$ cat src/hw/rtl/drpm_pkg.sv
// Shared types, codes and rectangle helpers for the dirty rectangle pile manager.
// No dependencies; every other file of the block imports this package.
`timescale 1ns / 1ps
`default_nettype none
package drpm_pkg;

   localparam logic [12:0] MAX_DIM = 13'd4096;

   typedef enum logic [1:0] {
      OP_INVALIDATE = 2'd0,
      OP_RECORD     = 2'd1,
      OP_READ       = 2'd2,
      OP_UNUSED     = 2'd3
   } op_type;

   typedef enum logic [1:0] {
      ST_APPENDED = 2'd0,
      ST_PENDING  = 2'd1,
      ST_IGNORED  = 2'd2,
      ST_DONE     = 2'd3
   } status_type;

   typedef enum logic [1:0] {
      CSR_LAYER_WIDTH   = 2'd0,
      CSR_LAYER_HEIGHT  = 2'd1,
      CSR_BUFFER_MARGIN = 2'd2,
      CSR_NONE          = 2'd3
   } csr_index_type;

   typedef struct packed {
      logic [11:0] x;
      logic [11:0] y;
      logic [12:0] w;
      logic [12:0] h;
      logic        rec;
   } box_type;

   typedef struct packed {
      logic [12:0] lay_w;
      logic [12:0] lay_h;
      logic [3:0]  margin;
   } cfg_type;

   typedef struct packed {
      logic [1:0]  op;
      logic [11:0] rect_x;
      logic [11:0] rect_y;
      logic [12:0] rect_w;
      logic [12:0] rect_h;
      logic [3:0]  entry_index;
   } req_type;

   typedef struct packed {
      status_type  status;
      logic [4:0]  entry_count;
      box_type     ent;
      logic        whole_layer;
   } rsp_type;

   function automatic logic [13:0] box_right(box_type b);
      return {2'b00, b.x} + {1'b0, b.w};
   endfunction

   function automatic logic [13:0] box_bottom(box_type b);
      return {2'b00, b.y} + {1'b0, b.h};
   endfunction

   // True when a fully contains b.
   function automatic logic box_contains(box_type a, box_type b);
      return (b.x >= a.x) && (box_right(b) <= box_right(a)) &&
             (b.y >= a.y) && (box_bottom(b) <= box_bottom(a));
   endfunction

   function automatic logic box_meets(box_type a, box_type b);
      logic nonempty;
      nonempty = (a.w != '0) && (a.h != '0) && (b.w != '0) && (b.h != '0);
      return nonempty && !(({2'b00, b.x} >= box_right(a)) || (box_right(b) <= {2'b00, a.x}) ||
                           ({2'b00, b.y} >= box_bottom(a)) || (box_bottom(b) <= {2'b00, a.y}));
   endfunction

   function automatic box_type box_union(box_type a, box_type b);
      box_type     r;
      logic [13:0] rr;
      logic [13:0] bb;
      r.x = (a.x < b.x) ? a.x : b.x;
      r.y = (a.y < b.y) ? a.y : b.y;
      rr  = (box_right(a) > box_right(b)) ? box_right(a) : box_right(b);
      bb  = (box_bottom(a) > box_bottom(b)) ? box_bottom(a) : box_bottom(b);
      r.w = 13'(rr - {2'b00, r.x});
      r.h = 13'(bb - {2'b00, r.y});
      r.rec = 1'b0;
      return r;
   endfunction

endpackage
`default_nettype wire

$ cat src/hw/rtl/drpm_entry_ram.sv
// Entry store of the pile manager: one write port, one registered read port.
// Depends on drpm_pkg for the entry layout.
`timescale 1ns / 1ps
`default_nettype none
module drpm_entry_ram #(
   parameter int DEPTH = 16,
   parameter int AW    = 4
) (
   input  logic              clock,
   input  logic              rd_en,
   input  logic [AW-1:0]     rd_addr,
   output drpm_pkg::box_type rd_data,
   input  logic              wr_en,
   input  logic [AW-1:0]     wr_addr,
   input  drpm_pkg::box_type wr_data
);
   import drpm_pkg::*;

   box_type mem [DEPTH];

   always_ff @(posedge clock) begin
      if (wr_en) begin
         mem[wr_addr] <= wr_data;
      end
      if (rd_en) begin
         rd_data <= mem[rd_addr];
      end
   end

endmodule
`default_nettype wire

$ cat src/hw/rtl/drpm_ctrl.sv
// Sequencer of the pile manager: clipping, scan, area test, compaction, append and entry read.
// Depends on drpm_pkg and drives the entry store of drpm_entry_ram.
`timescale 1ns / 1ps
`default_nettype none
module drpm_ctrl #(
   parameter int MAX_ENTRIES = 16,
   parameter int IW          = 4,
   parameter int CW          = 5
) (
   input  logic              clock,
   input  logic              reset,
   input  drpm_pkg::cfg_type cfg,
   input  logic              cfg_clear,
   input  logic              req_valid,
   output logic              req_stall,
   input  drpm_pkg::req_type req,
   output logic              rsp_valid,
   input  logic              rsp_stall,
   output drpm_pkg::rsp_type rsp,
   output logic              mem_rd_en,
   output logic [IW-1:0]     mem_rd_addr,
   input  drpm_pkg::box_type mem_rd_data,
   output logic              mem_wr_en,
   output logic [IW-1:0]     mem_wr_addr,
   output drpm_pkg::box_type mem_wr_data
);
   import drpm_pkg::*;

   typedef enum logic [3:0] {
      S_IDLE, S_CLIP, S_SCAN, S_SELECT, S_AREA_A, S_AREA_L, S_AREA_CMP,
      S_SWEEP, S_APPEND, S_READ, S_DONE
   } state_type;

   state_type   state_ff;
   req_type     in_ff;
   box_type     r_ff;
   box_type     mg_ff;
   box_type     res_ff;
   logic [1:0]  ovl_ff;
   logic        whole_ff;
   logic        mark_ff;
   status_type  status_ff;
   logic [CW-1:0] count_ff;
   logic [CW-1:0] count_in;
   logic [CW-1:0] rd_i_ff;
   logic [CW-1:0] pend_idx_ff;
   logic          pend_ff;
   logic [CW-1:0] wr_k_ff;
   logic [25:0]   area_ff;
   logic [25:0]   larea_ff;
   logic          rsp_valid_ff;
   rsp_type       rsp_ff;

   box_type       lay;
   box_type       lay_rec;
   box_type       clip;
   box_type       ent;
   box_type       sweep_data;
   logic          accept;
   logic          idx_ok;
   logic          hit_pending;
   logic          hit_meet;
   logic          last;
   logic          keep;
   logic          full;
   logic          big;
   logic [12:0]   mul_a;
   logic [12:0]   mul_b;
   logic [25:0]   product;
   logic signed [15:0] cx0, cx1, cy0, cy1, cl, cr, ct, cb, cw, ch, lw_s, lh_s, m_s;

   assign accept    = req_valid && (state_ff == S_IDLE);
   assign req_stall = (state_ff != S_IDLE);
   assign rsp_valid = rsp_valid_ff;
   assign rsp       = rsp_ff;

   assign lay     = '{x: 12'd0, y: 12'd0, w: cfg.lay_w, h: cfg.lay_h, rec: 1'b0};
   assign lay_rec = '{x: 12'd0, y: 12'd0, w: cfg.lay_w, h: cfg.lay_h, rec: 1'b1};
   assign idx_ok  = {{CW{1'b0}}, req.entry_index} < {4'b0000, count_ff};

   always_comb begin
      lw_s = $signed({3'b000, cfg.lay_w});
      lh_s = $signed({3'b000, cfg.lay_h});
      m_s  = $signed({12'd0, cfg.margin});
      cx0  = $signed({4'd0, in_ff.rect_x}) - m_s;
      cy0  = $signed({4'd0, in_ff.rect_y}) - m_s;
      cx1  = $signed({4'd0, in_ff.rect_x}) + $signed({3'd0, in_ff.rect_w}) + m_s;
      cy1  = $signed({4'd0, in_ff.rect_y}) + $signed({3'd0, in_ff.rect_h}) + m_s;
      cl   = (cx0 > 16'sd0) ? cx0 : 16'sd0;
      ct   = (cy0 > 16'sd0) ? cy0 : 16'sd0;
      cr   = (cx1 < lw_s) ? cx1 : lw_s;
      cb   = (cy1 < lh_s) ? cy1 : lh_s;
      cw   = cr - cl;
      ch   = cb - ct;
      if ((cr <= cl) || (cb <= ct)) begin
         clip = '0;
      end else begin
         clip = '{x: cl[11:0], y: ct[11:0], w: cw[12:0], h: ch[12:0], rec: 1'b0};
      end
   end

   assign ent         = mem_rd_data;
   assign hit_pending = !ent.rec && box_contains(ent, r_ff);
   assign hit_meet    = (pend_idx_ff != '0) && box_meets(ent, r_ff);
   assign last        = (pend_idx_ff + CW'(1)) == count_ff;
   assign keep        = mark_ff || !box_contains(r_ff, ent);
   assign full        = (wr_k_ff == CW'(MAX_ENTRIES));
   assign big         = ({1'b0, area_ff, 3'b000} + {3'b000, area_ff, 1'b0}) >
                        ({2'b00, larea_ff, 2'b00} + {3'b000, larea_ff, 1'b0} +
                         {4'b0000, larea_ff});

   always_comb begin
      sweep_data     = ent;
      sweep_data.rec = ent.rec | mark_ff;
   end

   assign mul_a   = (state_ff == S_AREA_A) ? r_ff.w : cfg.lay_w;
   assign mul_b   = (state_ff == S_AREA_A) ? r_ff.h : cfg.lay_h;
   assign product = mul_a * mul_b;

   always_comb begin
      count_in = count_ff;
      if (cfg_clear) begin
         count_in = '0;
      end else if (accept && (req.op == OP_RECORD) && (count_ff == '0)) begin
         count_in = CW'(1);
      end else if (state_ff == S_APPEND) begin
         count_in = full ? CW'(1) : wr_k_ff + CW'(1);
      end
   end

   always_comb begin
      mem_rd_en   = 1'b0;
      mem_rd_addr = rd_i_ff[IW-1:0];
      mem_wr_en   = 1'b0;
      mem_wr_addr = wr_k_ff[IW-1:0];
      mem_wr_data = sweep_data;
      case (state_ff)
         S_IDLE: begin
            if (accept && (req.op == OP_READ) && idx_ok) begin
               mem_rd_en   = 1'b1;
               mem_rd_addr = IW'(req.entry_index);
            end
            if (accept && (req.op == OP_RECORD) && (count_ff == '0)) begin
               mem_wr_en   = 1'b1;
               mem_wr_addr = '0;
               mem_wr_data = lay_rec;
            end
         end
         S_SCAN: begin
            mem_rd_en = (rd_i_ff < count_ff) && !(pend_ff && hit_pending);
         end
         S_SWEEP: begin
            mem_rd_en = (rd_i_ff < count_ff);
            mem_wr_en = pend_ff && keep;
         end
         S_APPEND: begin
            mem_wr_en   = 1'b1;
            mem_wr_addr = full ? '0 : wr_k_ff[IW-1:0];
            mem_wr_data = full ? lay : r_ff;
         end
         default: begin
         end
      endcase
   end

   always_ff @(posedge clock) begin
      if (reset) begin
         state_ff     <= S_IDLE;
         count_ff     <= '0;
         rsp_valid_ff <= 1'b0;
         pend_ff      <= 1'b0;
      end else begin
         count_ff <= count_in;
         if (rsp_valid_ff && !rsp_stall && (state_ff != S_DONE)) begin
            rsp_valid_ff <= 1'b0;
         end
         pend_ff     <= mem_rd_en && ((state_ff == S_SCAN) || (state_ff == S_SWEEP));
         pend_idx_ff <= rd_i_ff;
         if (mem_rd_en && ((state_ff == S_SCAN) || (state_ff == S_SWEEP))) begin
            rd_i_ff <= rd_i_ff + CW'(1);
         end
         case (state_ff)
            S_IDLE: begin
               if (accept) begin
                  in_ff     <= req;
                  res_ff    <= '0;
                  whole_ff  <= 1'b0;
                  mark_ff   <= (req.op == OP_RECORD) && (count_ff != '0);
                  ovl_ff    <= 2'd0;
                  rd_i_ff   <= '0;
                  wr_k_ff   <= '0;
                  status_ff <= (req.op == OP_RECORD) ? ST_DONE : ST_IGNORED;
                  case (req.op)
                     OP_INVALIDATE: begin
                        if ((count_ff != '0) && (req.rect_w != '0) && (req.rect_h != '0)) begin
                           state_ff <= S_CLIP;
                        end else begin
                           state_ff <= S_DONE;
                        end
                     end
                     OP_RECORD: begin
                        state_ff <= (count_ff == '0) ? S_DONE : S_SWEEP;
                     end
                     OP_READ: begin
                        state_ff <= idx_ok ? S_READ : S_DONE;
                     end
                     default: begin
                        state_ff <= S_DONE;
                     end
                  endcase
               end
            end
            S_CLIP: begin
               r_ff      <= clip;
               mg_ff     <= clip;
               status_ff <= ST_APPENDED;
               state_ff  <= S_SCAN;
            end
            S_SCAN: begin
               if (pend_ff) begin
                  if (hit_pending) begin
                     status_ff <= ST_PENDING;
                     state_ff  <= S_DONE;
                  end else begin
                     if (hit_meet) begin
                        ovl_ff <= (ovl_ff == 2'd2) ? 2'd2 : ovl_ff + 2'd1;
                        mg_ff  <= box_union(mg_ff, ent);
                     end
                     if (last) begin
                        state_ff <= S_SELECT;
                     end
                  end
               end
            end
            S_SELECT: begin
               if (ovl_ff == 2'd2) begin
                  r_ff <= mg_ff;
               end
               state_ff <= S_AREA_A;
            end
            S_AREA_A: begin
               area_ff  <= product;
               state_ff <= S_AREA_L;
            end
            S_AREA_L: begin
               larea_ff <= product;
               state_ff <= S_AREA_CMP;
            end
            S_AREA_CMP: begin
               if (big) begin
                  r_ff     <= lay;
                  whole_ff <= 1'b1;
               end
               rd_i_ff  <= '0;
               wr_k_ff  <= '0;
               state_ff <= S_SWEEP;
            end
            S_SWEEP: begin
               if (pend_ff) begin
                  if (keep) begin
                     wr_k_ff <= wr_k_ff + CW'(1);
                  end
                  if (last) begin
                     state_ff <= mark_ff ? S_DONE : S_APPEND;
                  end
               end
            end
            S_APPEND: begin
               res_ff   <= full ? lay : r_ff;
               whole_ff <= whole_ff | full;
               state_ff <= S_DONE;
            end
            S_READ: begin
               res_ff    <= ent;
               status_ff <= ST_DONE;
               state_ff  <= S_DONE;
            end
            S_DONE: begin
               if (!rsp_valid_ff || !rsp_stall) begin
                  rsp_valid_ff       <= 1'b1;
                  rsp_ff.status      <= status_ff;
                  rsp_ff.entry_count <= 5'(count_ff);
                  rsp_ff.ent         <= res_ff;
                  rsp_ff.whole_layer <= whole_ff;
                  state_ff           <= S_IDLE;
               end
            end
            default: begin
               state_ff <= S_IDLE;
            end
         endcase
      end
   end

   a_count_bound: assert property (@(posedge clock) disable iff (reset)
      count_ff <= CW'(MAX_ENTRIES))
      else $error("Entry count exceeds the list depth.");

   a_whole_append: assert property (@(posedge clock) disable iff (reset)
      (rsp_valid_ff && rsp_ff.whole_layer) |-> (rsp_ff.status == ST_APPENDED))
      else $error("Whole-layer flag on a transaction that appended nothing.");

   a_scan_no_write: assert property (@(posedge clock) disable iff (reset)
      (state_ff == S_SCAN) |-> !mem_wr_en)
      else $error("Entry store written during the overlap scan.");

endmodule
`default_nettype wire

$ cat src/hw/rtl/dirty_rect_pile_manager_core.sv
// Response time for record and invalidation grows with the number of entries in the list,
// as each entry is read through the single store read port; ignored requests, reads and
// record on an empty list do not scan the list.
// One transaction at a time; the next request is accepted from the cycle after the response
// is registered, even while that response still waits for its taker.
// Synchronous active-high reset empties the list and clears the layer registers.
`timescale 1ns / 1ps
`default_nettype none
module dirty_rect_pile_manager_core #(
   parameter int MAX_ENTRIES = 16
) (
   input  logic        clock,
   input  logic        reset,
   input  logic        req_valid,
   output logic        req_stall,
   input  logic [1:0]  req_op,
   input  logic [11:0] req_rect_x,
   input  logic [11:0] req_rect_y,
   input  logic [12:0] req_rect_w,
   input  logic [12:0] req_rect_h,
   input  logic [3:0]  req_entry_index,
   output logic        rsp_valid,
   input  logic        rsp_stall,
   output logic [1:0]  rsp_status,
   output logic [4:0]  rsp_entry_count,
   output logic [11:0] rsp_out_x,
   output logic [11:0] rsp_out_y,
   output logic [12:0] rsp_out_w,
   output logic [12:0] rsp_out_h,
   output logic        rsp_out_recorded,
   output logic        rsp_whole_layer,
   input  logic        csr_wr_en,
   input  logic [1:0]  csr_index,
   input  logic [12:0] csr_wdata
);
   import drpm_pkg::*;

   localparam int IW = $clog2(MAX_ENTRIES);
   localparam int CW = $clog2(MAX_ENTRIES + 1);

   logic [12:0] layer_width_ff;
   logic [12:0] layer_height_ff;
   logic [3:0]  buffer_margin_ff;
   logic        cfg_clear;
   cfg_type     cfg;
   req_type     req;
   rsp_type     rsp;
   logic          mem_rd_en;
   logic [IW-1:0] mem_rd_addr;
   box_type       mem_rd_data;
   logic          mem_wr_en;
   logic [IW-1:0] mem_wr_addr;
   box_type       mem_wr_data;

   assign cfg_clear = csr_wr_en && (csr_index inside {CSR_LAYER_WIDTH, CSR_LAYER_HEIGHT,
                                                      CSR_BUFFER_MARGIN});

   always_ff @(posedge clock) begin
      if (reset) begin
         layer_width_ff   <= '0;
         layer_height_ff  <= '0;
         buffer_margin_ff <= '0;
      end else if (csr_wr_en) begin
         case (csr_index)
            CSR_LAYER_WIDTH:   layer_width_ff   <= csr_wdata;
            CSR_LAYER_HEIGHT:  layer_height_ff  <= csr_wdata;
            CSR_BUFFER_MARGIN: buffer_margin_ff <= csr_wdata[3:0];
            default: begin
            end
         endcase
      end
   end

   assign cfg.lay_w  = (layer_width_ff > MAX_DIM) ? MAX_DIM : layer_width_ff;
   assign cfg.lay_h  = (layer_height_ff > MAX_DIM) ? MAX_DIM : layer_height_ff;
   assign cfg.margin = buffer_margin_ff;

   assign req = '{op: req_op, rect_x: req_rect_x, rect_y: req_rect_y, rect_w: req_rect_w,
                  rect_h: req_rect_h, entry_index: req_entry_index};

   assign rsp_status       = rsp.status;
   assign rsp_entry_count  = rsp.entry_count;
   assign rsp_out_x        = rsp.ent.x;
   assign rsp_out_y        = rsp.ent.y;
   assign rsp_out_w        = rsp.ent.w;
   assign rsp_out_h        = rsp.ent.h;
   assign rsp_out_recorded = rsp.ent.rec;
   assign rsp_whole_layer  = rsp.whole_layer;

   drpm_entry_ram #(
      .DEPTH (MAX_ENTRIES),
      .AW    (IW)
   ) u_ram (
      .clock   (clock),
      .rd_en   (mem_rd_en),
      .rd_addr (mem_rd_addr),
      .rd_data (mem_rd_data),
      .wr_en   (mem_wr_en),
      .wr_addr (mem_wr_addr),
      .wr_data (mem_wr_data)
   );

   drpm_ctrl #(
      .MAX_ENTRIES (MAX_ENTRIES),
      .IW          (IW),
      .CW          (CW)
   ) u_ctrl (
      .clock       (clock),
      .reset       (reset),
      .cfg         (cfg),
      .cfg_clear   (cfg_clear),
      .req_valid   (req_valid),
      .req_stall   (req_stall),
      .req         (req),
      .rsp_valid   (rsp_valid),
      .rsp_stall   (rsp_stall),
      .rsp         (rsp),
      .mem_rd_en   (mem_rd_en),
      .mem_rd_addr (mem_rd_addr),
      .mem_rd_data (mem_rd_data),
      .mem_wr_en   (mem_wr_en),
      .mem_wr_addr (mem_wr_addr),
      .mem_wr_data (mem_wr_data)
   );

endmodule
`default_nettype wire
$ cat config.mk
export PLATFORM = sky130hd
export DESIGN_NAME = dirty_rect_pile_manager_core
export DESIGN_NICKNAME = d
export VERILOG_FILES = /design/src/hw/rtl/drpm_pkg.sv /design/src/hw/rtl/drpm_entry_ram.sv /design/src/hw/rtl/drpm_ctrl.sv /design/src/hw/rtl/dirty_rect_pile_manager_core.sv
export SDC_FILE = /design/constraint.sdc
export NUM_CORES = 2
export LEC_CHECK = 0
export ABC_AREA = 0
export BUFFER_PORTS_ARGS = -buffer_cell sky130_fd_sc_hd__buf_4
export CAP_MARGIN = 20
export CORE_MARGIN = 8
export CORE_UTILIZATION = 69
export DETAILED_ROUTE_END_ITERATION = 8
export GPL_TIMING_DRIVEN = 0
export PLACE_DENSITY = 0.87
export SYNTH_ARGS = -nofsm -noshare
export SYNTH_HDL_FRONTEND = slang
export SYNTH_HIERARCHICAL = 1
export SYNTH_SLANG_ARGS = --single-unit
$ cat constraint.sdc
create_clock -name clock -period 22.6 [get_ports clock]
set_input_delay 0 -clock clock [delete_from_list [all_inputs] [get_ports clock]]
set_output_delay 0 -clock clock [all_outputs]
set_load 0.005 [all_outputs]
# [Word level (Yosys, flattened, before mapping)]
# Memory sizes are Yosys's and may differ from the RTL's. A register that Yosys moved wholly into a read port is not among the register bits.
# Cells that the tools add are included.
[classes] multipliers=1 magnitude_cmp=27 n_reduce_logical=80 n_eq_ne=30 mux=76 n_bitwise=3 add_sub_neg=23
[op_table] operator="$mux 51" n=9
[op_table] operator="$pmux 51 s3" n=2
[op_table] operator="$pmux 51 s2" n=2
[op_table] operator="$add 12x13->14" n=8
[op_table] operator="$mux 13" n=6
[op_table] operator="$reduce_bool 13->1" n=6
[op_table] operator="$mux 16" n=4
[op_table] operator="$le 14x14->1" n=4
[op_table] operator="$mux 4" n=13
[op_table] operator="$ge 12x12->1" n=4
[op_table] operator="$pmux 4 s10" n=1
[op_table] operator="$add 16x5->16" n=2
[op_table] operator="$gt 16x1->1 const B" n=2
[op_table] operator="$le 16x16->1" n=2
[op_table] operator="$lt 16x14->1" n=2
[op_table] operator="$add 29x27->30" n=1
[op_table] operator="$add 30x26->30" n=1
[op_table] operator="$gt 30x30->1" n=1
[op_table] operator="$mux 5" n=6
[op_table] operator="$add 28x27->29" n=1
[op_table] operator="$ge 12x14->1" n=2
[op_table] operator="$gt 14x14->1" n=2
[op_table] operator="$le 14x12->1" n=2
[op_table] operator="$logic_and 1x1->1" n=27
[op_table] operator="other kinds (50)" n=130
[word_totals] n_memories=1 ramBits=816 out_inout_bits=61 register_bits=376 in_bits=76 elab_cells=285
[memory_table] memory="u_ram.mem" words=16 width=51 read_ports=1 rd_ports_with_merged_regs=1 wr=1 line="drpm_entry_ram.sv:19" source="box_type mem [DEPTH];"

# [Longest topological paths before layout]
[depth] ltp_word=14 mapped_depth=34

# [Cells and area by module]
# Netlist, hierarchy kept.
[modules_own_cells] mod="drpm_ctrl" n_inst=1 cells_per_inst=3750 area_per_inst_um2=35470.3
[modules_own_cells] mod="drpm_entry_ram" n_inst=1 cells_per_inst=1320 area_per_inst_um2=32123.3
[modules_own_cells] mod="dirty_rect_pile_manager_core" n_inst=1 cells_per_inst=144 area_per_inst_um2=1415.1

# [Worst setup path before layout]
# Ideal clock, no wire load.
[synth_path] path_kind="reg-to-reg" from="register u_ctrl.larea_ff[1]" to="register u_ctrl/r_ff[10] in the netlist's numbering (enable)" setup_ns=0.582 setup_slack_ns=12.961 t_arrival_ns=9.057 stages_incl_launch_ff=19 path_cell_list="edfxtp_1 fa_1 ha_1 fa_1 a2111oi_0 or4_1 a32oi_1 a31oi_1 a31oi_1 or4_1 a21oi_1 nor2_1 a211oi_1 ha_1 nand4_1 nor2_1 and4_1 o211a_1 nor4_1"
[synth_between] elab_chain_len=5
[synth_rtl] item="from (decl)" line="drpm_ctrl.sv:50" source="logic [25:0] larea_ff;"
[synth_rtl] item="from (signal assigned)" line="drpm_ctrl.sv:247" source="larea_ff <= product;"
[synth_rtl] item="$add 28x27->29" line="drpm_ctrl.sv:109" source="({2'b00, larea_ff, 2'b00} + {3'b000, larea_ff, 1'b0} +"
[synth_rtl] item="$add 30x26->30 (*)" line="drpm_ctrl.sv:109"
[synth_rtl] item="$gt 30x30->1 (*)" line="drpm_ctrl.sv:108" source="assign big = ({1'b0, area_ff, 3'b000} + {3'b000, area_ff, 1'b0}) >"
[synth_rtl] item="$ne 2x1->1 (no source line) (*)"
[synth_rtl] item="$reduce_and 4->1 (no source line) (*)"
[synth_rtl] item="to (signal assigned)" line="drpm_ctrl.sv:215" source="r_ff <= clip;"
[synth_rtl] item="to (signal assigned)" line="drpm_ctrl.sv:238" source="r_ff <= mg_ff;"
[synth_rtl] item="to (signal assigned)" line="drpm_ctrl.sv:252" source="r_ff <= lay;"
[synth_rtl] item="to (decl)" line="drpm_ctrl.sv:36" source="box_type r_ff;"
# Every way passes the cells marked *; elsewhere a longest branch is shown, timed or not.
# A chain may end at the register's enable or synchronous reset.

# [Worst setup path in the final report]
[layout_path] from="register buffer_margin_ff[1]" to="register u_ctrl/r_ff[32] in the netlist's numbering (data pin)"
[layout_between] elab_chain_len=7
[layout_rtl] item="from (decl)" line="dirty_rect_pile_manager_core.sv:43" source="logic [3:0] buffer_margin_ff;"
[layout_rtl] item="from (signal assigned)" line="dirty_rect_pile_manager_core.sv:67" source="CSR_BUFFER_MARGIN: buffer_margin_ff <= csr_wdata[3:0];"
[layout_rtl] item="$add 16x5->16, or another cell as far along" line="drpm_ctrl.sv:87" source="cx1 = $signed({4'd0, in_ff.rect_x}) + $signed({3'd0, in_ff.rect_w}) + m_s;"
[layout_rtl] item="$lt 16x14->1, or another cell as far along" line="drpm_ctrl.sv:91" source="cr = (cx1 < lw_s) ? cx1 : lw_s;"
[layout_rtl] item="$mux 16, on equally long branches"
[layout_rtl] item="$le 16x16->1" line="drpm_ctrl.sv:95" source="if ((cr <= cl) || (cb <= ct)) begin"
[layout_rtl] item="$logic_or 1x1->1" line="drpm_ctrl.sv:95"
[layout_rtl] item="$mux 51 (*)" line="drpm_ctrl.sv:95"
[layout_rtl] item="$pmux 51 s3 (*)" line="drpm_ctrl.sv:183" source="case (state_ff)"
# Marks and branches as above.

==> summary.txt <==
Die
  • Floorplan die area: 110000 µm²
  • Placeable Area: roughly 100000 µm²
  • Die Span X: about 330 µm
  • Initial Util: just under 70%
  • Num ports: approximately 140
  • Vertical extent of the die: between 300 and 400 µm
  • Row count: 116

Yosys
  • Multiplexer area fraction after synthesis: 8.45%
  • Synthesis-stage register bit count: about 1.2k
  • Post-synthesis xor/xnor area fraction: under 10%
  • Yosys warnings: 6
  • Post-synthesis simple-gate area fraction: 7.93%
  • Post-synthesis cell area: approximately 69000 µm²
  • Share of flip-flops with an asynchronous set or reset: 0%
  • Dominant combinational cell family by area after synthesis: adder cells
  • Number of library cell types mapped by synthesis: 86
  • Synthesized instance count: ~5.2k
  • Share of the synthesized area in compound gates (AO/OA/AOI/OAI): roughly a tenth
  • Seq/Total Area, Yosys: between 50% and 60%
  • Average cell area after synthesis: 13.2 µm²
  • Top flip-flop cell by instance count after synthesis: edfxtp_1
  • Number of enable flip-flop cells after synthesis: 1200
  • Post-Synth Adder-Cell Area: between 10% and 20%

STA
  • Final Hold Vio Count: 0
  • Final setup violation count: 0
  • Final worst path period share: about 44%
  • Min cycle time layout: 9890 ps
  • Final number of max-transition violations: 0
  • Unrepaired setup endpoints after global routing: no
  • Max Clk Rate: 101 MHz
  • Setup total negative slack: 0 ps
  • Slew of the pin with the lowest slew margin: between 1000 and 1500 ps
  • Layout Skew: 89.4 ps
  • Slew headroom: 16.8%

Cells and area
  • Count of nets after finishing: ~6.4k
  • Relative area change from synthesis to final layout: 12.7%
  • Layout cells sized above 1: 12.8%
  • Final-layout fill cell count: around 5.5k
  • Multi-input combinational cell area: between 30000 and 40000 µm²
  • Sequential cell area: approximately 37000 µm²

Route
  • Detailed Route WL: between 200000 and 250000 µm
  • Vias per cell: 7.22
  • Remaining antenna violation count: 0
  • DRC violation count after routing: 0
  • Via count: 51.0k
  • Routed len/inst: around 33 µm
  • Initial DRC Count: roughly 7.4k
  • DRT Pass-1 Iters: 9

Power
  • VDD IR max: 0.132 mV
  • Total power: 10700 µW
  • Power Dens Cells: around 140 nW/µm²
  • Total leakage power: approximately 0.030 µW

CTS
  • Clock root buffer: clkbuf_16
  • TritonCTS clock tree: done
  • Number of clock sinks: 1241
  • Latest clock arrival within the worst-skew pair: 770 ps
  • Count of H-tree levels built during CTS: 3
  • Maximum number of buffers from clock root to sink: 3
  • Worst-path clk slew: roughly 70 ps
  • CTS Buf Count: about 120

Worst setup path
  • Slowest CP cell: a41oi_1
  • Endpoint class of the critical path: register
  • Largest fanout on the critical path: 10
  • Buffer and inverter count on the worst path: 4
  • Largest delay contributor family on the critical path: compound AO/OA/AOI/OAI gates
  • Most used cell, CP: o21ai_0
  • Worst path max stage delay: just over 800 ps
  • CP Data Required Time: 22970 ps
  • Flop2flop setup slack: 12710 ps
  • Type of origin of the critical path: register
  • Worst Path Arrival: around 10000 ps
  • Path type of the worst setup path: register to register

Run
  • Reported max-cap violation count: 0

Global route
  • Number of antenna violations at the first check in global routing: 7
  • Met3 usage in global routing: 11.0%
  • Wire length of the first global-routing pass: 338000 µm
  • Met1 usage in global routing: around half
  • Peak-usage layer in the global routing report: met2
  • Global Route Usage Sum: about two fifths
  • Met2 track utilization from global routing: between 60% and 70%
  • Pin count of the biggest net entering global routing: 34
  • Via count of the first global-routing pass: about 50k
  • Total congestion overflow: 0

Run status
  • Outcome: finished clean

Worst hold path
  • Worst min path class: input port to register

Place
  • Number of buffers added on ports: 136
  • RePlAce Congestion: approximately 1.0
  • HPWL after detailed placement: ~160000 µm
synthesized netlist by cell type (49+ instances only):
cell type	n	area share, %
a21oi_1	217	1.6
nand2b_1	107	0.97
mux4_2	204	6.7
clkbuf_1	117	0.64
a22oi_1	158	1.7
nand3_1	52	0.38
xor2_1	73	0.93
nand2_1	418	2.3
mux2i_1	93	1.3
o21ai_0	245	1.8
inv_1	363	2.0
nor2_1	269	1.5
ha_1	507	9.2
a21o_1	89	0.97
fa_1	170	4.9
a22o_1	49	0.62
nor2b_1	72	0.65
nor3_1	65	0.47
edfxtp_1	1200	52
xnor2_1	132	1.7
where the power goes:
group / switching, µW / internal, µW
Clock: 933 / 1060
Sequential: 246 / 3100
Combinational: 3340 / 2010
final timing paths:
check	startpoint	end	cells after the start
max	buffer_margin_ff[1]$_SDFFE_PP0P_	u_ctrl/r_ff[32]$_DFFE_PP_	32
min	req_rect_x[1]	u_ctrl/in_ff[43]$_DFFE_PP_	2
max reg2reg	buffer_margin_ff[1]$_SDFFE_PP0P_	u_ctrl/r_ff[32]$_DFFE_PP_	32
min reg2reg	u_ctrl/res_ff[30]$_DFFE_PP_	u_ctrl/rsp[31]$_DFFE_PP_	0
through the flow:
stage               worst slack (ps)  hold slack, ps  area (µm²)  util [%]  std cells
global route                   12390            26.3       77800      78.1       7052
detailed placement             12940             180       72900      73.2       6723
floorplan                      12960            98.9       69000         -       5215
global placement                9210             179       71700      72.0       6649
CTS                            12880           0.728       77800      78.1       7049
finish                         12710            32.3       77800      78.1       7058
timing repair:
item | 4_1_cts | 5_1_grt
setup buffers | 0 | 0
gates resized for setup | 0 | 0
hold endpoints to repair | 129 | 0
hold buffers | 105 | 0
placed cells by master (no fill, tap or decap), drive strengths merged, types with 27 or more instances in the layout:
cell type | Yosys | routed
a21oi | 218 | 218
o21bai | 29 | 29
mux4 | 204 | 204
nor2 | 270 | 270
a211oi | 32 | 32
clkbuf | 117 | 259
fa | 170 | 170
nor3 | 65 | 65
nor2b | 72 | 72
mux2i | 93 | 93
inv | 363 | 368
nand3 | 52 | 52
nand4 | 41 | 41
and2 | 28 | 28
xnor2 | 132 | 132
dfxtp | 41 | 41
a21o | 89 | 89
nand2b | 107 | 107
buf | 59 | 272
xor2 | 73 | 73
a22o | 49 | 49
a22oi | 158 | 158
dlygate4sd3 | 0 | 105
o22ai | 41 | 41
clkinv | 0 | 61
ha | 507 | 507
nand2 | 419 | 419
mux2 | 27 | 27
edfxtp | 1200 | 1200
o21a | 27 | 27
o21ai | 250 | 250
area by class of cell:
class / count / area share (%)
multi-input combinational: 3435 / 38.7
sequential: 1241 / 47.4
antenna: 6 / 0.0193
clock buffer: 142 / 3.91
inverter: 363 / 1.75
timing repair buffer: 318 / 4.07
tap: 1298 / 2.09
buffer: 176 / 1.07
clock inverter: 79 / 0.991
cells by family (layout without fill, tap and decap cells):
group | Yosys count | count (layout)
flops | 1241 | 1241
compound gates | 1062 | 1062
xor+xnor | 205 | 205
other cells | 2 | 9
mux | 324 | 324
fa+ha+maj | 677 | 677
simple gates | 1164 | 1164
buf+inv | 539 | 1078
state kept, by name, summed over array words and instances (netlist names), 5 cells and up:
name                flops
u_ram/mem             816
u_ctrl/rsp             59
u_ctrl/res_ff          51
u_ram/rd_data          51
u_ctrl/in_ff           50
u_ctrl/mg_ff           50
u_ctrl/r_ff            50
u_ctrl/area_ff         26
u_ctrl/larea_ff        26
layer_height_ff        13
layer_width_ff         13
u_ctrl/count_ff         5
u_ctrl/pend_idx_ff      5
u_ctrl/rd_i_ff          5
u_ctrl/wr_k_ff          5
metal layers:
layer | wire length, µm | vias up
met4 | 23400 | 6
li1 | - | 20600
met1 | 74600 | 24500
met5 | 39 | -
met2 | 108000 | 4578
met3 | 29000 | 1272
(Power assumes the default switching activity.)
